File: config.mk
export PLATFORM = sky130hd
export DESIGN_NAME = lane_steering_controller_top
export DESIGN_NICKNAME = d
export VERILOG_FILES = /design/src/rtl/lsc_pkg.sv /design/src/rtl/lane_steering_controller_top.sv /design/src/rtl/lsc_front.sv /design/src/rtl/lsc_fifo.sv /design/src/rtl/lsc_back.sv
export SDC_FILE = /design/constraint.sdc
export NUM_CORES = 2
export LEC_CHECK = 0
export BUFFER_PORTS_ARGS = -buffer_cell sky130_fd_sc_hd__buf_4
export CAP_MARGIN = 25
export CORE_ASPECT_RATIO = 0.7
export CORE_MARGIN = 3
export CORE_UTILIZATION = 30
export DETAILED_ROUTE_END_ITERATION = 10
export SYNTH_ARGS = -nofsm -noshare
export SYNTH_HDL_FRONTEND = slang
export SYNTH_SLANG_ARGS = --single-unit
File: constraint.sdc
create_clock -name clk -period 24.2 [get_ports clk]
set_input_delay 4.84 -clock clk [delete_from_list [all_inputs] [get_ports clk]]
set_output_delay 4.84 -clock clk [all_outputs]
set_load 0.02 [all_outputs]
File: src/rtl/lsc_pkg.sv
package lsc_pkg;

  localparam int DEF_COORD_BITS      = 10;
  localparam int DEF_SLOPE_FRAC_BITS = 12;

  localparam int CFG_INDEX_W = 3;
  localparam int CFG_DATA_W  = 16;
  localparam int PULSE_W     = 11;

  localparam logic [CFG_INDEX_W-1:0] CFG_IMAGE_WIDTH    = 3'd0;
  localparam logic [CFG_INDEX_W-1:0] CFG_SLOPE_GAIN     = 3'd1;
  localparam logic [CFG_INDEX_W-1:0] CFG_OFFSET_GAIN    = 3'd2;
  localparam logic [CFG_INDEX_W-1:0] CFG_SLOPE_SETPOINT = 3'd3;
  localparam logic [CFG_INDEX_W-1:0] CFG_ENTRY_ROW      = 3'd4;
  localparam logic [CFG_INDEX_W-1:0] CFG_CORNER_ROW     = 3'd5;
  localparam logic [CFG_INDEX_W-1:0] CFG_FILTER_WEIGHT  = 3'd6;
  localparam logic [CFG_INDEX_W-1:0] CFG_STEER_LIMIT    = 3'd7;

  localparam logic [10:0] RST_IMAGE_WIDTH    = 11'd640;
  localparam logic [11:0] RST_SLOPE_GAIN     = 12'd1000;
  localparam logic [7:0]  RST_OFFSET_GAIN    = 8'd3;
  localparam logic [14:0] RST_SLOPE_SETPOINT = 15'd1638;
  localparam logic [9:0]  RST_ENTRY_ROW      = 10'd300;
  localparam logic [9:0]  RST_CORNER_ROW     = 10'd340;
  localparam logic [15:0] RST_FILTER_WEIGHT  = 16'd10923;
  localparam logic [8:0]  RST_STEER_LIMIT    = 9'd400;

  localparam logic [PULSE_W-1:0] STEER_CENTER   = 11'd1500;
  localparam logic [PULSE_W-1:0] THROTTLE_FIXED = 11'd1450;

  typedef struct packed {
    logic [10:0] image_width;
    logic [11:0] slope_gain;
    logic [7:0]  offset_gain;
    logic [14:0] slope_setpoint;
    logic [9:0]  entry_row;
    logic [9:0]  corner_row;
    logic [15:0] filter_weight;
    logic [8:0]  steer_limit;
  } cfg_t;

endpackage

File: src/rtl/lane_steering_controller_top.sv
// Lane steering controller. Segments are pushed as words into a two-word
// queue; each word passes through the one-bit-per-cycle divider that
// computes the left and then the right slope, followed by twelve steps
// through one shared multiplier for the line rows, control law and low-pass
// filter. One result word waits in an output register until popped.
// Configuration writes take effect at once; the user must keep them to
// idle periods only, as the block itself does not enforce this.
module lane_steering_controller_top #(
  parameter int COORD_BITS      = lsc_pkg::DEF_COORD_BITS,
  parameter int SLOPE_FRAC_BITS = lsc_pkg::DEF_SLOPE_FRAC_BITS
) (
  input  logic                            clk,
  input  logic                            rst,
  input  logic                            push,
  output logic                            full,
  input  logic [COORD_BITS-1:0]           left_ax,
  input  logic [COORD_BITS-1:0]           left_ay,
  input  logic [COORD_BITS-1:0]           left_bx,
  input  logic [COORD_BITS-1:0]           left_by,
  input  logic [COORD_BITS-1:0]           right_ax,
  input  logic [COORD_BITS-1:0]           right_ay,
  input  logic [COORD_BITS-1:0]           right_bx,
  input  logic [COORD_BITS-1:0]           right_by,
  output logic                            empty,
  input  logic                            pop,
  output logic [lsc_pkg::PULSE_W-1:0]     steer_pulse,
  output logic [lsc_pkg::PULSE_W-1:0]     throttle_pulse,
  output logic                            turning,
  output logic                            corner_forced,
  input  logic                            cfg_we,
  input  logic [lsc_pkg::CFG_INDEX_W-1:0] cfg_index,
  input  logic [lsc_pkg::CFG_DATA_W-1:0]  cfg_data
);

  localparam int EW = 8 * COORD_BITS + 4;

  lsc_pkg::cfg_t   cfg;
  logic [EW-1:0]   entry, q_data;
  logic            q_empty, q_pop;

  always_ff @(posedge clk) begin
    if (rst) begin
      cfg.image_width    <= lsc_pkg::RST_IMAGE_WIDTH;
      cfg.slope_gain     <= lsc_pkg::RST_SLOPE_GAIN;
      cfg.offset_gain    <= lsc_pkg::RST_OFFSET_GAIN;
      cfg.slope_setpoint <= lsc_pkg::RST_SLOPE_SETPOINT;
      cfg.entry_row      <= lsc_pkg::RST_ENTRY_ROW;
      cfg.corner_row     <= lsc_pkg::RST_CORNER_ROW;
      cfg.filter_weight  <= lsc_pkg::RST_FILTER_WEIGHT;
      cfg.steer_limit    <= lsc_pkg::RST_STEER_LIMIT;
    end else if (cfg_we) begin
      case (cfg_index)
        lsc_pkg::CFG_IMAGE_WIDTH:    cfg.image_width    <= cfg_data[10:0];
        lsc_pkg::CFG_SLOPE_GAIN:     cfg.slope_gain     <= cfg_data[11:0];
        lsc_pkg::CFG_OFFSET_GAIN:    cfg.offset_gain    <= cfg_data[7:0];
        lsc_pkg::CFG_SLOPE_SETPOINT: cfg.slope_setpoint <= cfg_data[14:0];
        lsc_pkg::CFG_ENTRY_ROW:      cfg.entry_row      <= cfg_data[9:0];
        lsc_pkg::CFG_CORNER_ROW:     cfg.corner_row     <= cfg_data[9:0];
        lsc_pkg::CFG_FILTER_WEIGHT:  cfg.filter_weight  <= cfg_data[15:0];
        lsc_pkg::CFG_STEER_LIMIT:    cfg.steer_limit    <= cfg_data[8:0];
        default: begin
        end
      endcase
    end
  end

  lsc_front #(
    .COORD_BITS(COORD_BITS)
  ) u_front (
    .left_ax (left_ax),
    .left_ay (left_ay),
    .left_bx (left_bx),
    .left_by (left_by),
    .right_ax(right_ax),
    .right_ay(right_ay),
    .right_bx(right_bx),
    .right_by(right_by),
    .entry   (entry)
  );

  lsc_fifo #(
    .WIDTH(EW)
  ) u_fifo (
    .clk  (clk),
    .rst  (rst),
    .wr   (push),
    .wdata(entry),
    .rd   (q_pop),
    .rdata(q_data),
    .full (full),
    .empty(q_empty)
  );

  lsc_back #(
    .COORD_BITS     (COORD_BITS),
    .SLOPE_FRAC_BITS(SLOPE_FRAC_BITS)
  ) u_back (
    .clk          (clk),
    .rst          (rst),
    .cfg          (cfg),
    .q_empty      (q_empty),
    .q_data       (q_data),
    .q_pop        (q_pop),
    .pop          (pop),
    .empty        (empty),
    .steer_pulse  (steer_pulse),
    .turning      (turning),
    .corner_forced(corner_forced)
  );

  assign throttle_pulse = lsc_pkg::THROTTLE_FIXED;

  assert property (@(posedge clk) rst |=> (empty && !full))
    else $error("queues not empty after reset");

  assert property (@(posedge clk) disable iff (rst) full |-> !q_empty)
    else $error("full queue reports empty");

  assert property (@(posedge clk) disable iff (rst)
    !empty |-> (steer_pulse >= 11'd989 && steer_pulse <= 11'd2011))
    else $error("steer pulse out of range");

endmodule

File: src/rtl/lsc_front.sv
module lsc_front #(
  parameter int COORD_BITS = lsc_pkg::DEF_COORD_BITS
) (
  input  logic [COORD_BITS-1:0]   left_ax,
  input  logic [COORD_BITS-1:0]   left_ay,
  input  logic [COORD_BITS-1:0]   left_bx,
  input  logic [COORD_BITS-1:0]   left_by,
  input  logic [COORD_BITS-1:0]   right_ax,
  input  logic [COORD_BITS-1:0]   right_ay,
  input  logic [COORD_BITS-1:0]   right_bx,
  input  logic [COORD_BITS-1:0]   right_by,
  output logic [8*COORD_BITS+3:0] entry
);

  localparam int C = COORD_BITS;

  logic [C:0]   ldx, ldy, rdx, rdy;
  logic [C-1:0] ldxa, ldya, rdxa, rdya;
  logic         lneg, rneg, lvert, rvert;

  always_comb begin
    ldx   = {1'b0, left_ax} - {1'b0, left_bx};
    ldy   = {1'b0, left_ay} - {1'b0, left_by};
    rdx   = {1'b0, right_ax} - {1'b0, right_bx};
    rdy   = {1'b0, right_ay} - {1'b0, right_by};
    ldxa  = ldx[C] ? C'(-ldx) : ldx[C-1:0];
    ldya  = ldy[C] ? C'(-ldy) : ldy[C-1:0];
    rdxa  = rdx[C] ? C'(-rdx) : rdx[C-1:0];
    rdya  = rdy[C] ? C'(-rdy) : rdy[C-1:0];
    lneg  = ldx[C] ^ ldy[C];
    rneg  = rdx[C] ^ rdy[C];
    lvert = (ldx == '0);
    rvert = (rdx == '0);
    entry = {right_ay, right_ax, rvert, rneg, rdxa, rdya,
             left_ay, left_ax, lvert, lneg, ldxa, ldya};
  end

endmodule

File: src/rtl/lsc_fifo.sv
module lsc_fifo #(
  parameter int WIDTH = 8
) (
  input  logic             clk,
  input  logic             rst,
  input  logic             wr,
  input  logic [WIDTH-1:0] wdata,
  input  logic             rd,
  output logic [WIDTH-1:0] rdata,
  output logic             full,
  output logic             empty
);

  logic [WIDTH-1:0] mem [2];
  logic             wptr, rptr;
  logic [1:0]       count;

  assign full  = (count == 2'd2);
  assign empty = (count == 2'd0);
  assign rdata = mem[rptr];

  always_ff @(posedge clk) begin
    if (wr && !full) begin
      mem[wptr] <= wdata;
    end
  end

  always_ff @(posedge clk) begin
    if (rst) begin
      wptr  <= 1'b0;
      rptr  <= 1'b0;
      count <= 2'd0;
    end else begin
      if (wr && !full) begin
        wptr <= ~wptr;
      end
      if (rd && !empty) begin
        rptr <= ~rptr;
      end
      count <= count + 2'((wr && !full) ? 1 : 0) - 2'((rd && !empty) ? 1 : 0);
    end
  end

endmodule

File: src/rtl/lsc_back.sv
module lsc_back #(
  parameter int COORD_BITS      = lsc_pkg::DEF_COORD_BITS,
  parameter int SLOPE_FRAC_BITS = lsc_pkg::DEF_SLOPE_FRAC_BITS
) (
  input  logic                        clk,
  input  logic                        rst,
  input  lsc_pkg::cfg_t               cfg,
  input  logic                        q_empty,
  input  logic [8*COORD_BITS+3:0]     q_data,
  output logic                        q_pop,
  input  logic                        pop,
  output logic                        empty,
  output logic [lsc_pkg::PULSE_W-1:0] steer_pulse,
  output logic                        turning,
  output logic                        corner_forced
);

  localparam int C    = COORD_BITS;
  localparam int F    = SLOPE_FRAC_BITS;
  localparam int N    = C + F;
  localparam int SW   = F + 4;
  localparam int DW   = ((C > 11) ? C : 11) + 1;
  localparam int YW   = SW + DW + 1;
  localparam int EW   = ((SW > 16) ? SW : 16) + 1;
  localparam int RW   = YW + 1;
  localparam int MA   = (SW > 18) ? SW : 18;
  localparam int MB   = (RW > EW) ? RW : EW;
  localparam int PW   = MA + MB;
  localparam int AW   = PW + 1;
  localparam int CW   = $clog2(N + 1);
  localparam int SIDE = 4 * C + 2;

  localparam logic [N-1:0]  SMAX   = N'((1 << (F + 3)) - 1);
  localparam logic [CW-1:0] LAST   = CW'(N - 1);
  localparam logic signed [AW-1:0] RND_F  = AW'((1 << F) - 1);
  localparam logic signed [AW-1:0] RND_16 = AW'(65535);
  localparam logic signed [AW-1:0] CMD_HI = AW'(32767);
  localparam logic signed [AW-1:0] CMD_LO = -AW'(32767);

  localparam logic [3:0] S_IDLE = 4'd0;
  localparam logic [3:0] S_DIV  = 4'd1;
  localparam logic [3:0] S_P0   = 4'd2;
  localparam logic [3:0] S_P1   = 4'd3;
  localparam logic [3:0] S_P2   = 4'd4;
  localparam logic [3:0] S_P3   = 4'd5;
  localparam logic [3:0] S_P4   = 4'd6;
  localparam logic [3:0] S_P5   = 4'd7;
  localparam logic [3:0] S_P6   = 4'd8;
  localparam logic [3:0] S_P7   = 4'd9;
  localparam logic [3:0] S_P8   = 4'd10;
  localparam logic [3:0] S_P9   = 4'd11;
  localparam logic [3:0] S_P10  = 4'd12;
  localparam logic [3:0] S_P11  = 4'd13;

  logic [3:0]            state;
  logic [8*C+3:0]        item;
  logic                  side;
  logic [N-1:0]          num;
  logic [C-1:0]          rem;
  logic [C-1:0]          den;
  logic [CW-1:0]         cnt;
  logic signed [SW-1:0]  al, ar;
  logic signed [YW-1:0]  yl, yr;
  logic signed [PW-1:0]  prod;
  logic signed [AW-1:0]  acc_r, acc_l, accf;
  logic signed [15:0]    cmd;
  logic signed [15:0]    cur;
  logic signed [15:0]    filter_value;
  logic                  turn_mode;
  logic                  out_valid;

  logic [SIDE-1:0]       lside, rside;
  logic [C-1:0]          l_ax, l_ay, r_dya, r_dxa, r_ax, r_ay;
  logic                  l_neg, l_vert, r_neg, r_vert;
  logic [C:0]            r2;
  logic                  ge;
  logic [N-1:0]          qfin, qsat;
  logic                  sneg, svert;
  logic signed [SW-1:0]  slope_next;
  logic signed [MA-1:0]  ma;
  logic signed [MB-1:0]  mb;
  logic signed [YW-1:0]  ys, yt;
  logic signed [EW-1:0]  e_r, e_l;
  logic signed [RW-1:0]  d_r, d_l;
  logic signed [AW-1:0]  t_r, t_l, law_r, law_l, fs, ft;
  logic                  tm_next;
  logic signed [15:0]    cmd_next;
  logic signed [16:0]    lim, c17, val;
  logic                  forced;
  logic [16:0]           pulse;

  always_comb begin
    lside  = item[SIDE-1:0];
    rside  = item[2*SIDE-1:SIDE];
    l_neg  = lside[2*C];
    l_vert = lside[2*C+1];
    l_ax   = lside[3*C+1:2*C+2];
    l_ay   = lside[4*C+1:3*C+2];
    r_dya  = rside[C-1:0];
    r_dxa  = rside[2*C-1:C];
    r_neg  = rside[2*C];
    r_vert = rside[2*C+1];
    r_ax   = rside[3*C+1:2*C+2];
    r_ay   = rside[4*C+1:3*C+2];
  end

  always_comb begin
    r2    = {rem, num[N-1]};
    ge    = (r2 >= {1'b0, den});
    qfin  = {num[N-2:0], ge};
    qsat  = (qfin > SMAX) ? SMAX : qfin;
    sneg  = side ? r_neg : l_neg;
    svert = side ? r_vert : l_vert;
    if (svert) begin
      slope_next = '0;
    end else if (sneg) begin
      slope_next = -$signed(SW'(qsat));
    end else begin
      slope_next = $signed(SW'(qsat));
    end
  end

  always_comb begin
    ys  = YW'($signed({1'b0, cfg.entry_row, {F{1'b0}}}));
    yt  = YW'($signed({1'b0, cfg.corner_row, {F{1'b0}}}));
    e_r = EW'(ar) - EW'($signed({1'b0, cfg.slope_setpoint}));
    e_l = EW'(al) + EW'($signed({1'b0, cfg.slope_setpoint}));
    d_r = RW'(ys) - RW'(yr);
    d_l = RW'(yl) - RW'(ys);
    if (e_r > 0) e_r = '0;
    if (e_l < 0) e_l = '0;
    if (d_r > 0) d_r = '0;
    if (d_l < 0) d_l = '0;
  end

  always_comb begin
    ma = '0;
    mb = '0;
    case (state)
      S_P0: begin
        ma = MA'(ar);
        mb = MB'($signed({1'b0, cfg.image_width})) - MB'($signed({1'b0, r_ax}));
      end
      S_P1: begin
        ma = MA'(al);
        mb = MB'($signed({1'b0, l_ax}));
      end
      S_P2: begin
        ma = MA'($signed({1'b0, cfg.slope_gain}));
        mb = MB'(e_r);
      end
      S_P3: begin
        ma = MA'($signed({1'b0, cfg.offset_gain}));
        mb = MB'(d_r);
      end
      S_P4: begin
        ma = MA'($signed({1'b0, cfg.slope_gain}));
        mb = MB'(e_l);
      end
      S_P5: begin
        ma = MA'($signed({1'b0, cfg.offset_gain}));
        mb = MB'(d_l);
      end
      S_P8: begin
        ma = MA'($signed({1'b0, cfg.filter_weight}));
        mb = MB'(filter_value);
      end
      S_P9: begin
        ma = MA'($signed(18'h10000 - {2'b0, cfg.filter_weight}));
        mb = MB'(cmd);
      end
      default: begin
        ma = '0;
        mb = '0;
      end
    endcase
  end

  always_comb begin
    t_r   = (acc_r < 0) ? (acc_r + RND_F) >>> F : acc_r >>> F;
    t_l   = (acc_l < 0) ? (acc_l + RND_F) >>> F : acc_l >>> F;
    law_r = (t_r > CMD_HI) ? CMD_HI : ((t_r < CMD_LO) ? CMD_LO : t_r);
    law_l = (t_l > CMD_HI) ? CMD_HI : ((t_l < CMD_LO) ? CMD_LO : t_l);
    tm_next  = turn_mode || (ys < yl) || (ys < yr);
    cmd_next = '0;
    if (tm_next) begin
      if (ar > 0 && al < 0) begin
        if (ys < yr) begin
          cmd_next = 16'(law_r);
        end else if (ys < yl) begin
          cmd_next = 16'(law_l);
        end else begin
          tm_next = 1'b0;
        end
      end else if (ar == al && ar > 0) begin
        if (ys < yr) begin
          cmd_next = 16'(law_r);
        end else begin
          tm_next = 1'b0;
        end
      end else if (ar == al && al < 0) begin
        if (ys < yl) begin
          cmd_next = 16'(law_l);
        end else begin
          tm_next = 1'b0;
        end
      end
    end
  end

  always_comb begin
    fs     = accf + AW'(prod);
    ft     = (fs < 0) ? (fs + RND_16) >>> 16 : fs >>> 16;
    lim    = $signed({8'b0, cfg.steer_limit});
    c17    = 17'(cur);
    val    = (c17 > lim) ? lim : ((c17 < -lim) ? -lim : c17);
    forced = 1'b0;
    if (yt < yl) begin
      val    = lim;
      forced = 1'b1;
    end
    if (yt < yr) begin
      val    = -lim;
      forced = 1'b1;
    end
    pulse = 17'({6'b0, lsc_pkg::STEER_CENTER}) + val;
  end

  assign q_pop = (state == S_IDLE) && !q_empty;
  assign empty = !out_valid;

  always_ff @(posedge clk) begin
    prod <= ma * mb;
    case (state)
      S_IDLE: begin
        item <= q_data;
        num  <= {q_data[C-1:0], {F{1'b0}}};
        den  <= q_data[2*C-1:C];
        rem  <= '0;
        cnt  <= '0;
        side <= 1'b0;
      end
      S_DIV: begin
        rem <= ge ? C'(r2 - {1'b0, den}) : r2[C-1:0];
        num <= qfin;
        cnt <= cnt + 1'b1;
        if (cnt == LAST) begin
          if (side) begin
            ar <= slope_next;
          end else begin
            al   <= slope_next;
            side <= 1'b1;
            num  <= {r_dya, {F{1'b0}}};
            den  <= r_dxa;
            rem  <= '0;
            cnt  <= '0;
          end
        end
      end
      S_P1: yr <= YW'($signed({1'b0, r_ay, {F{1'b0}}})) + YW'(prod);
      S_P2: yl <= YW'($signed({1'b0, l_ay, {F{1'b0}}})) - YW'(prod);
      S_P3: acc_r <= AW'(prod);
      S_P4: acc_r <= acc_r + AW'(prod);
      S_P5: acc_l <= AW'(prod);
      S_P6: acc_l <= acc_l + AW'(prod);
      S_P7: cmd <= cmd_next;
      S_P9: accf <= AW'(prod);
      S_P10: cur <= 16'(ft);
      S_P11: begin
        if (!out_valid || pop) begin
          steer_pulse   <= pulse[lsc_pkg::PULSE_W-1:0];
          corner_forced <= forced;
          turning       <= turn_mode;
        end
      end
      default: begin
      end
    endcase
  end

  always_ff @(posedge clk) begin
    if (rst) begin
      state        <= S_IDLE;
      turn_mode    <= 1'b0;
      filter_value <= '0;
      out_valid    <= 1'b0;
    end else begin
      if (pop && out_valid) begin
        out_valid <= 1'b0;
      end
      case (state)
        S_IDLE: begin
          if (!q_empty) begin
            state <= S_DIV;
          end
        end
        S_DIV: begin
          if (cnt == LAST && side) begin
            state <= S_P0;
          end
        end
        S_P7: begin
          turn_mode <= tm_next;
          state     <= S_P8;
        end
        S_P10: begin
          filter_value <= 16'(ft);
          state        <= S_P11;
        end
        S_P11: begin
          if (!out_valid || pop) begin
            out_valid <= 1'b1;
            state     <= S_IDLE;
          end
        end
        default: state <= state + 4'd1;
      endcase
    end
  end

endmodule
==> impl_metrics.yaml <==
sta:
  setup_viol_count_final: 0
  rsz0062_at_grt: "false"
  slew_viol_final: 0
  finalCritPeriodShare_pct: 48.8
  hold_violations: 0
  finClkSkew_ns: 0.0591
  tns_ns: 0
  relSlewSlack_pct: 21.9
  worst_pin_slew_ns: 1.16
  fmax_mhz: 84.6
  fin_crit_ns: 11.82
clock_network:
  cts_inserted_buffers: 74
  postCtsSetupRepairBufs: 0
  clock_sinks: 727
  clk_root_buffer_cell: "clkbuf_16"
  postCtsResizedCells: 0
  path_clk_slew_ns: 0.08
  cts_tree: "built"
  insertion_delay_ns: 0.71
  htreeDepth: 3
  hold_buffers: 0
  clockBufferDepth: 3
power_and_ir_drop:
  leakage_nw: 30.2
  vdd_drop_max_mv: 0.0730
  total_power_mw: 5.96
  power_density_mw_per_mm2: 84.2
global_routing:
  grt_pass1_wl_microns: 315000
  antenna_found_initial: 8
  grt_max_degree: 97
  grt-ovfl-total: 0
  grt_pass1_vias: 48800
  track_usage_pct: 19.0
detailed_routing:
  drt_iter0_drc: 4918
  vias_per_cell: 5.22
  via_count: 50300
  routed_wl_microns: 211000
  ant_nets: 0
  drc: 0
  dr.pass1.iters: 8
  wl_per_cell_microns: 21.9
logic_synthesis:
  synth_ff_type: "edfxtp_1"
  synth_top_area_share_pct: 26.5
  synth-seq-cells: 727
  synth_area_per_cell_sq_um: 9.47
  async_flop_share_pct: 0
  yosysWarnings: 0
  synth_cell_type_count: 91
  yosysTopAreaCell: "edfxtp_1"
  synthesis.area_sq_mm: 0.0637
  synth_area_leaders: "edfxtp_1 (26%), fa_1 (17%), ha_1 (9.0%)"
  yosysSeqAreaShare_pct: 31.7
  postSynthCellCount: 6723
  synth_edf_count: 561
final_layout:
  layout_commonest_cell: "inv_1"
  most-common-layout-cells: "inv_1 (918), nand2_1 (807), edfxtp_1 (561), fa_1 (534), nor2_1 (502)"
  drive_above_1_share_pct: 7.30
  syn_to_final_growth_pct: 11.2
  fin_nets: 7893
  stdcell_area_sq_mm: 0.0708
floorplanning:
  fp.dieArea_sq_mm: 0.218
  dieWidth_microns: 557
  coreArea_sq_mm: 0.210
  die_y_microns: 391
  pin_count: 130
  start_util_pct: 30.4
  num_rows: 140
placement:
  gp_congestion: 0.962
  port_buffers: 118
  placed_cell_area_sq_mm: 0.0680
  hpwl_microns: 166000
critical_path:
  max_stage_delay_ns: 0.83
  cp-start-kind: "flip-flop"
  worstPathArrival_ns: 12.44
  r2r-start: "u_back.yr[0]"
  r2r_end: "u_back.prod[45]"
  rrSetupSlack_ns: 12.38
  crit_path_end_kind: "flip-flop"
  reg2reg_depth: 36
  cpMaxStageDelayCell: "o21ai_2"
  cpMostUsedCell: "inv_1"
  crit_type: "flip-flop to flip-flop"
  crit_path_max_fanout: 23
  cp.required_ns: 24.83
min_path:
  min_from: "cfg[88]"
  min_path_cells: 2
  holdPathEnd: "cfg[88]"
  hold_path_class: "flip-flop to flip-flop"
run_status:
  status: "finished, final reports clean"
job:
  max_cap_violations: 0
[per-layer routing]
layer | track usage [%] | routed length (microns)
met1 | 29.0 | 101000
met2 | 26.6 | 83600
met3 | 5.00 | 21800
met4 | 4.01 | 4450
met5 | 0 | 0
[synth_stat cells (22+ instances only)]
library cell and n:
o21a_1 40, nand3_1 114, nor2b_1 69, and3_1 43, a31oi_1 45, and2_1 39, a211o_1 22, nand3b_1 40
o31ai_1 31, xnor2_1 269, ha_1 456, dfxtp_1 166, a21oi_1 345, nor4_1 55, o211ai_1 26, a211oi_1 38
mux2i_1 34, or3_1 37, a22oi_1 22, inv_1 919, o21ai_0 287, edfxtp_1 561, mux2_2 73, o221ai_1 22
a221oi_1 25, nand2b_1 58, clkbuf_1 193, o21bai_1 61, nor2_1 503, fa_1 534, nor3_1 88, a21o_1 159
nand2_1 810, xor2_1 174, nand4_1 60
[power breakdown]
group	switching [mW]	total (mW)	internal, mW
Combinational	1.83	2.83	1.00
Clock	0.574	1.30	0.722
Sequential	0.160	1.83	1.67
Total	2.56	5.96	3.40
[metrics by stage]
step / std cells / hold slack, ns / worst slack [ns] / util (%)
global route: 9632 / 0.482 / 11.69 / 33.8
detailed placement: 9485 / 0.452 / 12.60 / 32.4
CTS: 9623 / 0.462 / 12.56 / 33.8
global placement: 9480 / 0.448 / 12.75 / 32.4
floorplan: 6732 / 0.424 / 14.01 / -
finish: 9636 / 0.460 / 12.38 / 33.8
[state kept, by name, indices dropped and copies added (netlist names), 10 cells and up, named ones only]
| name | flops |
|---|---|
| cfg | 91 |
| u_back.acc_l | 49 |
| u_back.acc_r | 49 |
| u_back.accf | 48 |
| u_back.al | 16 |
| u_back.ar | 16 |
| u_back.cmd | 16 |
| u_back.cur | 16 |
| u_back.den | 10 |
| u_back.filter_value | 16 |
| u_back.item | 64 |
| u_back.num | 22 |
| u_back.prod | 48 |
| u_back.rem | 10 |
| u_back.steer_pulse | 11 |
| u_back.yl | 29 |
| u_back.yr | 29 |
| u_fifo.mem | 168 |
[how the worst max path moves through the flow]
| stage | from | end | slack [ns] | cells past startpoint |
|---|---|---|---|---|
| floorplan | u_back.state[2] | u_back.prod[45] | 14.01 | 35 |
| global placement | u_back.yr[0] | u_back.prod[45] | 12.75 | 36 |
| detailed placement | u_back.yr[0] | u_back.prod[45] | 12.60 | 35 |
| CTS | u_back.yr[0] | u_back.prod[45] | 12.56 | 36 |
| global route | u_back.yr[0] | u_back.prod[45] | 11.69 | 36 |
| finish | u_back.yr[0] | u_back.prod[45] | 12.38 | 36 |
[worst max-delay path, delay by kind of cell (launching register included)]
kind | cells | cell delay (ns)
buffers and inverters | 6 | 0.39
adder cells (fa/ha/maj) | 8 | 3.51
XOR/XNOR | 2 | 0.25
AND/OR/NAND/NOR | 8 | 3.08
AO/OA/AOI/OAI | 12 | 3.99
flip-flops | 1 | 0.47
[cell families after synthesis]
family	after synthesis	synth area share (%)
other	2	0.0118
AO/OA/AOI/OAI	1294	13.3
XOR/XNOR	443	6.10
adder cells (fa/ha/maj)	990	25.8
flip-flops	727	31.7
multiplexers	107	1.83
AND/OR/NAND/NOR	1998	14.4
buffers and inverters	1162	6.98
[cell type report]
cell class | instances | area, sq um
Sequential cell | 727 | 20200
Tap cell | 2769 | 3460
Inverter | 922 | 3460
Antenna cell | 6 | 15.0
Multi-Input combinational cell | 4843 | 39200
Clock buffer | 87 | 1970
Clock inverter | 51 | 767
Fill cell | 21400 | 139000
Timing Repair Buffer | 231 | 1770
No activity file was read; power rests on OpenSTA's default activity.
